[config.mk]
export PLATFORM = sky130hd
export DESIGN_NAME = led_matrix_frame_scanner_unit_flat
export DESIGN_NICKNAME = d
export VERILOG_FILES = /design/src/design/lmfs_pkg.sv /design/src/design/lmfs_cmd_if.sv /design/src/design/lmfs_word_if.sv /design/src/design/led_matrix_frame_scanner_unit.sv /design/src/flat_wrapper.sv
export SDC_FILE = /design/constraint.sdc
export NUM_CORES = 1
export LEC_CHECK = 0
export ABC_AREA = 1
export ABC_CLOCK_PERIOD_IN_PS = 2800
export BUFFER_PORTS_ARGS = -buffer_cell sky130_fd_sc_hd__buf_4
export CAP_MARGIN = 0
export CORE_MARGIN = 10
export CORE_UTILIZATION = 45
export DETAILED_ROUTE_END_ITERATION = 10
export SYNTH_ARGS = -nofsm -noshare
export SYNTH_HDL_FRONTEND = slang
export SYNTH_SLANG_ARGS = --single-unit
[constraint.sdc]
create_clock -name clk_i -period 2.8 [get_ports clk_i]
set_clock_uncertainty 0.1 [all_clocks]
set_input_delay 0.14 -clock clk_i [delete_from_list [all_inputs] [get_ports clk_i]]
set_output_delay 0.14 -clock clk_i [all_outputs]
set_load 0.01 [all_outputs]
[src/design/lmfs_pkg.sv]
package lmfs_pkg;

  // Matrix size in use, and the storage size fixed by the field widths.
  localparam int Rows    = 8;
  localparam int Columns = 16;
  localparam int MaxRows = 8;
  localparam int MaxCols = 16;

  localparam int RowW  = 3;
  localparam int ColW  = 4;
  localparam int CmdW  = 3;
  localparam int WordW = 24;

  // Command codes.
  typedef enum logic [CmdW-1:0] {
    CmdSet   = 3'd0,
    CmdClr   = 3'd1,
    CmdFlush = 3'd2,
    CmdClear = 3'd3,
    CmdTick  = 3'd4
  } cmd_e;

  typedef logic [MaxRows-1:0] col_rows_t;
  typedef logic [MaxCols-1:0] row_bits_t;

  // Shift-register pin placement of rows and columns.
  localparam logic [RowW-1:0] RowPin [MaxRows] = '{
    3'd7, 3'd5, 3'd4, 3'd6, 3'd0, 3'd3, 3'd1, 3'd2
  };
  localparam logic [ColW-1:0] ColPin [MaxCols] = '{
    4'd10, 4'd15, 4'd14, 4'd8, 4'd13, 4'd9, 4'd11, 4'd12,
    4'd2,  4'd7,  4'd6,  4'd0, 4'd5,  4'd1, 4'd3,  4'd4
  };

  // Last scan column before the index wraps.
  localparam logic [ColW-1:0] LastCol = ColW'(Columns - 1);

endpackage

[src/design/lmfs_cmd_if.sv]
interface lmfs_cmd_if;
  logic                      valid;
  logic                      ready;
  logic [lmfs_pkg::CmdW-1:0] cmd;
  logic [lmfs_pkg::RowW-1:0] row;
  logic [lmfs_pkg::ColW-1:0] col;

  modport source (output valid, cmd, row, col, input ready);
  modport sink   (input valid, cmd, row, col, output ready);
endinterface

[src/design/lmfs_word_if.sv]
interface lmfs_word_if;
  logic                       valid;
  logic                       ready;
  logic [lmfs_pkg::WordW-1:0] shift_word;
  logic [lmfs_pkg::ColW-1:0]  scan_column;

  modport source (output valid, shift_word, scan_column, input ready);
  modport sink   (input valid, shift_word, scan_column, output ready);
endinterface

[src/design/led_matrix_frame_scanner_unit.sv]
// Column scanner for an 8-row by 16-column multiplexed LED matrix.
// cmd_i takes requests: set pixel, clear pixel, flush, clear drawing frame
// and scan tick. Pixel commands write the drawing frame; flush copies it
// into the shown frame (rows placed through the row pin map) and clears it.
// word_o returns one request per scan tick: the 24-bit shift word (lit rows
// in bits 23..16, one-hot column pin in bits 15..0) and the column index.
// Other commands produce nothing on word_o.
// Every request passes an input register, then combinational logic that
// updates the frames and the scan index and, for a tick, loads the output
// register, where the result waits on word_o until it is taken; one
// request can be taken every cycle while the input register can advance.
// The output register lets non-tick requests keep flowing while a result
// waits. When the receiver holds off, a tick in the input register waits,
// and cmd_i then stalls once that register is full as well.
// Reset clears both frames, the scan index and all valid flags at once.
module led_matrix_frame_scanner_unit (
  input  logic        clk_i,
  input  logic        rst_ni,
  lmfs_cmd_if.sink    cmd_i,
  lmfs_word_if.source word_o
);
  import lmfs_pkg::*;

  logic            in_valid_q, in_valid_d;
  logic [CmdW-1:0] in_cmd_q;
  logic [RowW-1:0] in_row_q;
  logic [ColW-1:0] in_col_q;

  row_bits_t draw_q  [MaxRows];
  row_bits_t draw_d  [MaxRows];
  col_rows_t shown_q [MaxCols];
  col_rows_t shown_d [MaxCols];
  col_rows_t flush_rows [MaxCols];
  logic [ColW-1:0] scan_q, scan_d;

  logic             out_valid_q, out_valid_d;
  logic [WordW-1:0] out_word_q;
  logic [ColW-1:0]  out_col_q;

  logic             is_tick, out_free, advance, pix_ok, in_take;
  row_bits_t        col_onehot;

  // Input register handshake.
  assign is_tick  = (in_cmd_q == CmdTick);
  assign out_free = !out_valid_q || word_o.ready;
  assign advance  = in_valid_q && (!is_tick || out_free);
  assign cmd_i.ready = !in_valid_q || advance;
  assign in_take  = cmd_i.valid && cmd_i.ready;
  assign in_valid_d = cmd_i.valid || (in_valid_q && !advance);

  always_ff @(posedge clk_i or negedge rst_ni) begin
    if (!rst_ni) begin
      in_valid_q <= 1'b0;
    end else begin
      in_valid_q <= in_valid_d;
    end
  end

  always_ff @(posedge clk_i) begin
    if (in_take) begin
      in_cmd_q <= cmd_i.cmd;
      in_row_q <= cmd_i.row;
      in_col_q <= cmd_i.col;
    end
  end

  // Pixels outside the configured matrix are ignored.
  assign pix_ok = ({1'b0, in_row_q} < (RowW+1)'(Rows)) &&
                  ({1'b0, in_col_q} < (ColW+1)'(Columns));

  // Drawing frame turned into pin-mapped column words for a flush.
  always_comb begin
    for (int c = 0; c < MaxCols; c++) begin
      flush_rows[c] = '0;
    end
    for (int c = 0; c < Columns; c++) begin
      for (int r = 0; r < Rows; r++) begin
        flush_rows[c][RowPin[r]] = draw_q[r][c];
      end
    end
  end

  // Frame and scan index update for the request in the input register.
  always_comb begin
    draw_d  = draw_q;
    shown_d = shown_q;
    scan_d  = scan_q;
    if (advance) begin
      case (cmd_e'(in_cmd_q))
        CmdSet: begin
          if (pix_ok) draw_d[in_row_q][in_col_q] = 1'b1;
        end
        CmdClr: begin
          if (pix_ok) draw_d[in_row_q][in_col_q] = 1'b0;
        end
        CmdFlush: begin
          shown_d = flush_rows;
          for (int r = 0; r < MaxRows; r++) draw_d[r] = '0;
        end
        CmdClear: begin
          for (int r = 0; r < MaxRows; r++) draw_d[r] = '0;
        end
        CmdTick: begin
          scan_d = (scan_q == LastCol) ? '0 : scan_q + 1'b1;
        end
        default: begin
        end
      endcase
    end
  end

  always_ff @(posedge clk_i or negedge rst_ni) begin
    if (!rst_ni) begin
      for (int r = 0; r < MaxRows; r++) draw_q[r] <= '0;
      for (int c = 0; c < MaxCols; c++) shown_q[c] <= '0;
      scan_q <= '0;
    end else begin
      draw_q  <= draw_d;
      shown_q <= shown_d;
      scan_q  <= scan_d;
    end
  end

  // Column select bit through the column pin map.
  always_comb begin
    col_onehot = '0;
    col_onehot[ColPin[scan_q]] = 1'b1;
  end

  // Output register.
  assign out_valid_d = (advance && is_tick) || (out_valid_q && !word_o.ready);

  always_ff @(posedge clk_i or negedge rst_ni) begin
    if (!rst_ni) begin
      out_valid_q <= 1'b0;
    end else begin
      out_valid_q <= out_valid_d;
    end
  end

  always_ff @(posedge clk_i) begin
    if (advance && is_tick) begin
      out_word_q <= {shown_q[scan_q], col_onehot};
      out_col_q  <= scan_q;
    end
  end

  assign word_o.valid       = out_valid_q;
  assign word_o.shift_word  = out_word_q;
  assign word_o.scan_column = out_col_q;

endmodule

[src/flat_wrapper.sv]
// flat-port wrapper written by rule: the top's interface ports become plain ports
module led_matrix_frame_scanner_unit_flat import lmfs_pkg::*;
  (clk_i, rst_ni, cmd_i_valid, cmd_i_cmd, cmd_i_row, cmd_i_col, cmd_i_ready, word_o_valid, word_o_shift_word, word_o_scan_column, word_o_ready);
  lmfs_cmd_if cmd_i_i ();
  lmfs_word_if word_o_i ();
  input  logic clk_i;
  input  logic rst_ni;
  input wire logic [$bits(cmd_i_i.valid)-1:0] cmd_i_valid;
  input wire logic [$bits(cmd_i_i.cmd)-1:0] cmd_i_cmd;
  input wire logic [$bits(cmd_i_i.row)-1:0] cmd_i_row;
  input wire logic [$bits(cmd_i_i.col)-1:0] cmd_i_col;
  output wire logic [$bits(cmd_i_i.ready)-1:0] cmd_i_ready;
  output wire logic [$bits(word_o_i.valid)-1:0] word_o_valid;
  output wire logic [$bits(word_o_i.shift_word)-1:0] word_o_shift_word;
  output wire logic [$bits(word_o_i.scan_column)-1:0] word_o_scan_column;
  input wire logic [$bits(word_o_i.ready)-1:0] word_o_ready;
  assign cmd_i_i.valid = cmd_i_valid;
  assign cmd_i_i.cmd = cmd_i_cmd;
  assign cmd_i_i.row = cmd_i_row;
  assign cmd_i_i.col = cmd_i_col;
  assign cmd_i_ready = cmd_i_i.ready;
  assign word_o_valid = word_o_i.valid;
  assign word_o_shift_word = word_o_i.shift_word;
  assign word_o_scan_column = word_o_i.scan_column;
  assign word_o_i.ready = word_o_ready;
  led_matrix_frame_scanner_unit u_core (.clk_i(clk_i), .rst_ni(rst_ni), .cmd_i(cmd_i_i), .word_o(word_o_i));
endmodule
==> run summary, run 1 <==
Warning count from the yosys run: 0
Critical path class: reg -> reg
Via count: 12,580
R2R Path End: u_core.word_o.shift_word[23]
Main synth FF type: dfrtp_1
Clock share of power: 40.1%
Pleak: 8.91 nW
Fill cells: 3,213
Worst endpoint required time: 2980 ps
CP max FO: 29
Final cell count without fillers: 2,572
IO Pins: 44
DRT antenna net count: 0
IO buf count: 43
Die Y: 203 µm
Net Sw Frac: 30.4%
#FFs+latches synth: 300
PwrDens: 679 nW/µm²
CTS Buffer Depth: 3
Sequential fraction of design power: 40.7%
Max cap viols: 0
Final Cycle Share: 79.2%
First-pass GRT wire length: 66.6 mm
Status: finished clean
Diode count: 0
Cell area after layout: 17,000 µm²
FFs w/ async S/R, synth: 87.3%
Cell taking the most area after synthesis: dfrtp_1
DRC: 0
Syn_nets: 2,097
Sequential fraction of the synthesis area: 51.3%
Setup TNS: 0 ps
Vias per cell: 4.89
Crit Reg-Reg Startpoint: u_core.scan_q[0]
Nets: 2,120
Crit path time final: 2220 ps
GR Util All Layers: 20.0%
Ranking of synthesized cells by area: dfrtp_1 44%, nand2_1 19%, inv_1 10%, o21ai_0 8.7%, edfxtp_1 7.6%
Inst Count DP: 2,495
FMAX: 451 MHz
Worst reg2reg setup slack: 580 ps
FF-to-FF path depth: 9
Worst hold path type: in -> async
Commonest cells in the synthesized netlist: 750 x nand2_1, 403 x inv_1, 262 x dfrtp_1, 262 x o21ai_0, 158 x nor2_1
Synth Cell Area: 15,000 µm²
Placed cell area: 15,700 µm²
Hpwl dp: 25.4 mm
GRT overflow: 0
Maximum VDD drop: 0.465 mV
Post-synth EDFFs: 38
Largest net degree at the start of global routing: 129
TritonRoute pass-1 iters: 5
Gpl congestion: 0.840
Starting DRT DRC Count: 974
Routed wire length: 40.6 mm
Post-synth top area share: 43.7%
Final hold violations: 0
Fin. max-slew vios: 0
Initial antenna violation count: 0
Setup crit start kind: flop
RSZ-0062 raised after global routing: false
Cell Int Power: 8.06 mW
Worst-Margin Slew: 783 ps
Slew margin rel.: 47.8%
Number of H-tree levels: 2
CTS tree: done
Die width: 203 µm
CTS Buf Count: 36
Die area: 41,000 µm²
Syn_area_per_cell: 7.20 µm²
Layout cells sized above 1: 6.81%
Most common cell in the netlist: nand2_1
Setup Fix Bufs, Post-CTS: 0
Starting Density: 45.8%
Clock Latency Late Sink: 520 ps
Distinct cells, synth: 25
Logic pwr share: 19.2%
CORE AREA: 32,700 µm²
Area growth syn-to-layout: 13.7%
Vias in the first global route: 12,352
CP arrival: 2390 ps
Switch Pwr: 3.51 mW
Crit end category: flop
Site Rows: 66
Clock root buffer: clkbuf_16
Final Setup Violations: 0
WL per Instance: 15.8 µm
Clock sinks: 300
Syn Inst Count: 2,082
Clk slew on worst S/H paths: 60 ps
-- sequential cells by signal (all words and copies together) (netlist names) --
| signal | flops |
|---|---|
| u_core.word_o.scan_column | 4 |
| u_core.scan_q | 4 |
| u_core.in_cmd_q | 3 |
| u_core.word_o.shift_word | 24 |
| u_core.in_valid_q | 1 |
| u_core.in_row_q | 3 |
| u_core.in_col_q | 4 |
| u_core.draw_q | 128 |
| u_core.word_o.valid | 1 |
| u_core.shown_q | 128 |
-- worst max path at each step --
stage | start | endpoint | slack, ps
CTS | u_core.scan_q[0] | u_core.word_o.shift_word[16] | 620
detailed placement | u_core.scan_q[0] | u_core.word_o.shift_word[16] | 620
finish | u_core.scan_q[0] | u_core.word_o.shift_word[23] | 580
floorplan | u_core.in_cmd_q[1] | u_core.word_o.scan_column[0] | 330
global placement | u_core.scan_q[0] | u_core.word_o.shift_word[16] | 630
global route | u_core.scan_q[0] | u_core.word_o.shift_word[22] | 400
-- power groups by stage --
stage	clock, mW	sequential, mW	combinational [mW]
finish	4.64	4.71	2.22
global route	4.89	4.72	2.53
CTS	4.73	4.70	2.23
detailed placement	0	4.78	2.20
global placement	0	4.78	2.17
floorplan	0	4.75	1.47
-- layout make-up --
type / instances / area [µm²] / share of cell area (%)
clock inverters: 10 / 103 / 0.602
multi-input cells: 1272 / 5320 / 31.2
inverters: 412 / 1550 / 9.07
repair buffers: 83 / 753 / 4.42
flip-flops and latches: 300 / 7700 / 45.2
well taps: 442 / 553 / 3.24
clock buffers: 53 / 1070 / 6.25
-- routing by layer --
metal | share of wire, % | wire [µm] | global-route usage, % | vias to the layer above
li1 | - | - | - | 6259
met1 | 46 | 18700 | 27.5 | 5953
met2 | 46 | 18700 | 32.5 | 317
met3 | 5.7 | 2320 | 3.12 | 51
met4 | 2.0 | 797 | 4.88 | 0
met5 | 0 | 0 | 0 | -
-- cell usage in the layout, fill, tap and decap left out, drive strengths merged --
master / instances
nand2: 751
inv: 409
o21ai: 265
dfrtp: 262
nor2: 160
buf: 69
nand3: 66
clkbuf: 53
edfxtp: 38
nor3: 19
dlygate4sd3: 14
clkinv: 9
a21oi: 7
clkinvlp: 2
bufinv: 2
xnor2: 1
nand4: 1
o22ai: 1
ha: 1
-- metrics by stage --
stage / setup slack, ps / utilization, % / total power, mW / hold slack, ps
floorplan: 332 / - / 6.22 / -256
global placement: 634 / 48.1 / 6.95 / 63.9
detailed placement: 616 / 48.1 / 6.98 / 63.1
CTS: 617 / 52.1 / 11.7 / 110
global route: 404 / 52.1 / 12.1 / 139
finish: 583 / 52.1 / 11.6 / 81.4
-- worst max-delay path, cell delays in order (launching register included) --
cell and delay, ps:
dfrtp_2 510, inv_2 430, buf_12 250, nand2_1 70
nand3_1 80, nand2_1 50, nor2_1 270, nand2_1 90
nand2_1 80, inv_1 40
-- what timing repair did --
action	4_1_cts	5_1_grt
hold buffers	14	0
resized for setup	0	0
hold endpoints to repair	78	0
-- logic make-up (layout without fill, tap and decap cells) --
family                   after synthesis  in the layout  synth area share [%]
XOR/XNOR                               1              1                0.0584
buffers and inverters                510            558                  13.4
AND/OR/NAND/NOR                      997            997                  26.0
flip-flops                           300            300                  51.3
adder cells (fa/ha/maj)                1              1                0.0834
AO/OA/AOI/OAI                        273            273                  9.12
No activity file was read; power rests on OpenSTA's default activity.
==> run 2, diff against run 1 <==
Settings changed: ABC_CLOCK_PERIOD_IN_PS 2800 to 1800.
Clock period 2.8 ns to 1.8 ns, I/O delays scaled along.
==> run 2 against run 1 <==
Sequential share of layout area is 1.6 points lower. Critical path depth fell by 1. Flip-flop and latch count did not move. Sequential power increased by 55%. Routed wire length rose by 1.8%. Maximum frequency up 26%. Hold slack worse by 72 ps. Utilization is 1.9 points higher. Combinational power increased by 84%. Critical endpoint is now u_core.word_o.shift_word[20]. Largest cell class unchanged. Largest power group unchanged.
==> run summary, run 2 (synthesis gave the netlist of run 1 again) <==
Nets: 2,166
Via count: 12,742
Vias per cell: 4.87
Switch Pwr: 5.78 mW
CORE AREA: 32,700 µm²
Fin. max-slew vios: 0
Pleak: 9.24 nW
IO Pins: 44
Crit path max-delay family: simple AND/OR/NAND/NOR gates
Diode count: 0
Worst-Margin Slew: 509 ps
GR met1 Demand/Resource: 26.8%
GRT overflow: 0
Logic pwr share: 21.9%
First-pass GRT wire length: 66.8 mm
Cell Int Power: 12.9 mW
Buf+Inv Stages, Crit Path: 3
Setup TNS: 0 ps
Inst Count DP: 2,539
Most common cell after layout, fill and taps aside: nand2_1
Layout cells sized above 1: 9.19%
Clk slew on worst S/H paths: 60 ps
CTS Buffer Depth: 3
RSZ-0062 raised after global routing: true
Status: finished clean
Crit path time final: 1750 ps
WL per Instance: 15.8 µm
Worst endpoint required time: 1980 ps
Final cell count without fillers: 2,619
Final Cycle Share: 97.4%
Max cap viols: 0
Setup crit start kind: flop
Slew margin rel.: 66.0%
Met2 usage: 33.4%
Die width: 203 µm
CP max FO: 24
Area growth syn-to-layout: 17.9%
IO buf count: 43
Max stage delay cell, worst path: dfrtp_2
Die area: 41,000 µm²
Number of H-tree levels: 2
Final Setup Violations: 0
Gpl congestion: 0.833
Clock Latency Late Sink: 520 ps
CP arrival: 1940 ps
Vias in the first global route: 12,488
FMAX: 570 MHz
Critical path class: reg -> reg
Starting DRT DRC Count: 847
CTS Buf Count: 36
Hold Slack: 9.06 ps
Critical path, cell by cell: buf_4 > clkbuf_16 > nor2_1 > nor2_1 > nor2_1 > nand2_1 > nand2_1 > inv_1
CTS tree: done
Cell repeated most along the worst path: nor2_1
Initial antenna violation count: 0
Sequential fraction of design power: 39.1%
Crit end category: flop
Clock sinks: 300
Die Y: 203 µm
Net Sw Frac: 31.0%
Most frequent cells in the layout: 746 x nand2_1, 401 x inv_1, 262 x o21ai_0
GRT Max-Usage Layer: met2
Global-route met3 utilization: 3.09%
Maximum VDD drop: 0.567 mV
Largest net degree at the start of global routing: 123
Clock share of power: 39.0%
PwrDens: 1060 nW/µm²
GR Util All Layers: 20.0%
DRT antenna net count: 0
Finished Core Util: 54.1%
Starting Density: 45.8%
DRC: 0
Crit-path max cell delay: 470 ps
Clock root buffer: clkbuf_16
Site Rows: 66
TritonRoute pass-1 iters: 5
Hpwl dp: 25.6 mm
Worst hold path type: in -> async
Routed wire length: 41.3 mm
Final hold violations: 0
[run 2: cell count changes in the layout (fill, tap and decap cells not counted), moves of 2 or more]
cell and change:
inv_6 +2, buf_4 +27, nand2_2 +2, nor2_1 -7
clkbuf_8 -3, nand2_1 -2, buf_12 +18, nor2_2 +6
clkinvlp_4 -2
[run 2: power groups by stage]
stage               clock (mW)  combinational (mW)  sequential, mW
finish                    7.27                4.09            7.30
global route              7.72                4.57            7.31
CTS                       7.44                3.97            7.28
detailed placement           0                3.92            7.41
global placement             0                3.91            7.40
floorplan                    0                2.28            7.40
[run 2: timing repair]
item | CTS | global route
hold endpoints to repair | 274 | 0
setup buffers | 0 | 1
hold buffers | 14 | 0
setup endpoints to repair | 0 | 14
resized for setup | 0 | 10
[run 2: worst reg2reg max path, cell delays in order, from the launching register on]
cell and delay (ps):
dfrtp_2 470, buf_4 180, clkbuf_16 210, nor2_1 160
nor2_1 70, nor2_1 170, nand2_1 70, nand2_1 60
inv_1 30
[run 2: through the flow]
stage          power [mW]  instance area, µm²  worst slack (ps)
2_1_floorplan        9.68               15000              -162
3_3_place_gp         11.3               16300              86.4
3_5_place_dp         11.3               16300              70.8
4_1_cts              18.7               17600              5.20
5_1_grt              19.6               17700             -7.48
6_report             18.7               17700              46.0
[run 2: layout make-up]
type                            count  area [µm²]
Timing Repair Buffer              129        1340
Tap cell                          442         553
Multi-Input combinational cell   1272        5360
Sequential cell                   300        7700
Inverter                          412        1550
Fill cell                        3135       15000
Clock inverter                     13         150
Clock buffer                       51        1030
[run 2: worst paths after layout]
path                              startpoint  slack [ps]  cells after the start                            to
min reg2reg                u_core.shown_q[9]         380                      2             u_core.shown_q[9]
min in group clk_i              cmd_i_cmd[2]         190                      2            u_core.in_cmd_q[2]
max in group asynchronous             rst_ni         900                      3             u_core.draw_q[62]
max                         u_core.scan_q[0]          50                      8  u_core.word_o.shift_word[20]
min                                   rst_ni           9                      2           u_core.word_o.valid
max reg2reg                 u_core.scan_q[0]          50                      8  u_core.word_o.shift_word[20]
[run 2: routing by layer]
metal | up-vias | routed length, µm
met2 | 291 | 19300
met4 | 0 | 728
met5 | - | 0
li1 | 6344 | -
met1 | 6057 | 19300
met3 | 50 | 2030
==> run 3, diff against run 2 <==
==> constraint.sdc (replaced) <==
create_clock -name clk_i -period 1.8 [get_ports clk_i]
set_clock_uncertainty 0.1 [all_clocks]
set_input_delay 0.36 -clock clk_i [delete_from_list [all_inputs] [get_ports clk_i]]
set_output_delay 0.36 -clock clk_i [all_outputs]
set_load 0.01 [all_outputs]
==> run 3 against run 2 <==
The run now ends with setup timing left. Hold slack improved by 170 ps. Critical path depth down 5. Non-clock buffer count grew 15. Die area stayed put. Maximum frequency is 4.0% lower. Register-to-register slack better by 30 ps. Flip-flop and latch count did not move. Via count grew 0.93%. Sequential power barely moved. Utilization is 0.48 points higher. Combinational power grew 3%.
==> run summary, run 3 (synthesis gave the netlist of run 1 again) <==
Nets: 2,180
Via count: 12,860
Finished Core Util: 54.5%
CP arrival: 1370 ps
Most common cell after layout, fill and taps aside: nand2_1
Area of the multi-input gates: 5360 µm²
Fill cells: 3,131
GRT overflow: 0
CP max FO: 2
Cell Int Power: 12.7 mW
Critical path class: reg -> out
Clock Latency Late Sink: 520 ps
Cell area after layout: 17,800 µm²
CTS Buffer Depth: 3
Largest net degree at the start of global routing: 78
WL per Instance: 16.0 µm
Maximum VDD drop: 0.593 mV
CORE AREA: 32,700 µm²
FMAX: 547 MHz
Status: complete, but fails checks
Pleak: 9.31 nW
Clock root buffer: clkbuf_16
Most frequent cells in the layout: 746 x nand2_1, 401 x inv_1, 262 x o21ai_0
Starting DRT DRC Count: 1,011
Vias per cell: 4.89
GR Util All Layers: 20.2%
Inst Count DP: 2,544
R2R Path End: u_core.word_o.shift_word[20]
DRT antenna net count: 0
Hold Crit Start: word_o_ready
Net Sw Frac: 31.0%
Crit Reg-Reg Startpoint: u_core.scan_q[0]
Layout cells sized above 1: 9.68%
Final Cycle Share: 102%
TritonRoute pass-1 iters: 5
IO Pins: 44
Worst reg2reg setup slack: 80 ps
PwrDens: 1030 nW/µm²
Hpwl dp: 26.1 mm
Logic pwr share: 22.8%
Worst-Margin Slew: 555 ps
CTS Buf Count: 35
Hold path depth: 5
DRC: 0
Die area: 41,000 µm²
IO buf count: 43
Switch Pwr: 5.71 mW
Final cell count without fillers: 2,631
Hold Slack: 177 ps
Sequential Area: 7700 µm²
Setup TNS: -27.6 ps
Clk slew on worst S/H paths: 50 ps
Worst slack, placed: 60.8 ps
Final hold violations: 0
Gpl congestion: 0.844
Crit end category: output pin
CTS tree: done
Number of H-tree levels: 2
Hold endpoint: u_core.in_valid_q
Max cap viols: 0
Clock sinks: 300
Placed cell area: 16,300 µm²
FF-to-FF path depth: 8
Starting Density: 45.8%
Setup crit start kind: flop
RSZ-0062 raised after global routing: true
Initial antenna violation count: 1
Total Power: 18.5 mW
Crit path time final: 1830 ps
Worst endpoint required time: 1340 ps
Fin. max-slew vios: 0
Die Y: 203 µm
Vias in the first global route: 12,627
Worst Setup Slack, final: -27.6 ps
Sequential fraction of design power: 39.6%
Site Rows: 66
Routed wire length: 42.0 mm
First-pass GRT wire length: 67.0 mm
Clock share of power: 37.6%
Slew margin rel.: 62.9%
Die width: 203 µm
Area growth syn-to-layout: 19.0%
Diode count: 0
Worst hold path type: in -> reg
Failing checks: setup timing
Final Setup Violations: 1
-- run 3: cell count changes in the layout (fill, tap and decap cells not counted), sizes merged --
cell / before / now
inv: 412 / 409
bufinv: 3 / 1
clkbuf: 52 / 61
clkinv: 10 / 6
dlygate4sd3: 14 / 13
buf: 114 / 127
-- run 3: worst max-delay path by stage --
stage | cells past startpoint | to | slack [ps] | start
2_1_floorplan | 3 | u_core.word_o.scan_column[0] | -160 | u_core.in_cmd_q[1]
3_3_place_gp | 9 | u_core.word_o.shift_word[21] | 70 | u_core.scan_q[0]
3_5_place_dp | 9 | u_core.word_o.shift_word[21] | 60 | u_core.scan_q[0]
4_1_cts | 3 | cmd_i_ready | -70 | u_core.in_cmd_q[0]
5_1_grt | 3 | cmd_i_ready | -100 | u_core.in_cmd_q[1]
6_report | 3 | cmd_i_ready | -30 | u_core.in_cmd_q[1]
-- run 3: what timing repair did --
action | 4_1_cts | 5_1_grt
pin swaps | 2 | 3
setup endpoints to repair | 1 | 47
gates resized for setup | 3 | 13
setup buffers | 3 | 6
cloned | 0 | 4
hold endpoints to repair | 48 | 0
hold buffers | 13 | 0
-- run 3: layout make-up --
| type | count | area share [%] |
|---|---|---|
| multi-input combinational | 1272 | 30.1 |
| timing repair buffer | 144 | 8.71 |
| sequential | 300 | 43.2 |
| inverter | 412 | 8.70 |
| clock buffer | 57 | 6.00 |
| tap | 442 | 3.10 |
| clock inverter | 4 | 0.246 |
-- run 3: layer usage --
layer  vias to the layer above  part of all wire [%]  wire length [µm]  global-route usage (%)
li1                       6374                     -                 -                       -
met1                      6089                    45             18900                    27.1
met2                       349                    46             19400                    33.0
met3                        48                   7.1              2990                    3.84
met4                         0                   1.7               700                    4.69
met5                         -                     0                 0                       0
-- run 3: power by group through the flow --
stage               clock, mW  combinational, mW  sequential (mW)
global route             7.35               4.69             7.32
detailed placement          0               3.95             7.41
finish                   6.94               4.21             7.30
global placement            0               3.88             7.41
CTS                      7.08               3.99             7.29
floorplan                   0               2.28             7.40
-- run 3: worst max-delay path, stage by stage (launching register included) --
cell and delay [ps]:
edfxtp_1 420, nor2_4 130, nand4_1 130, buf_4 170
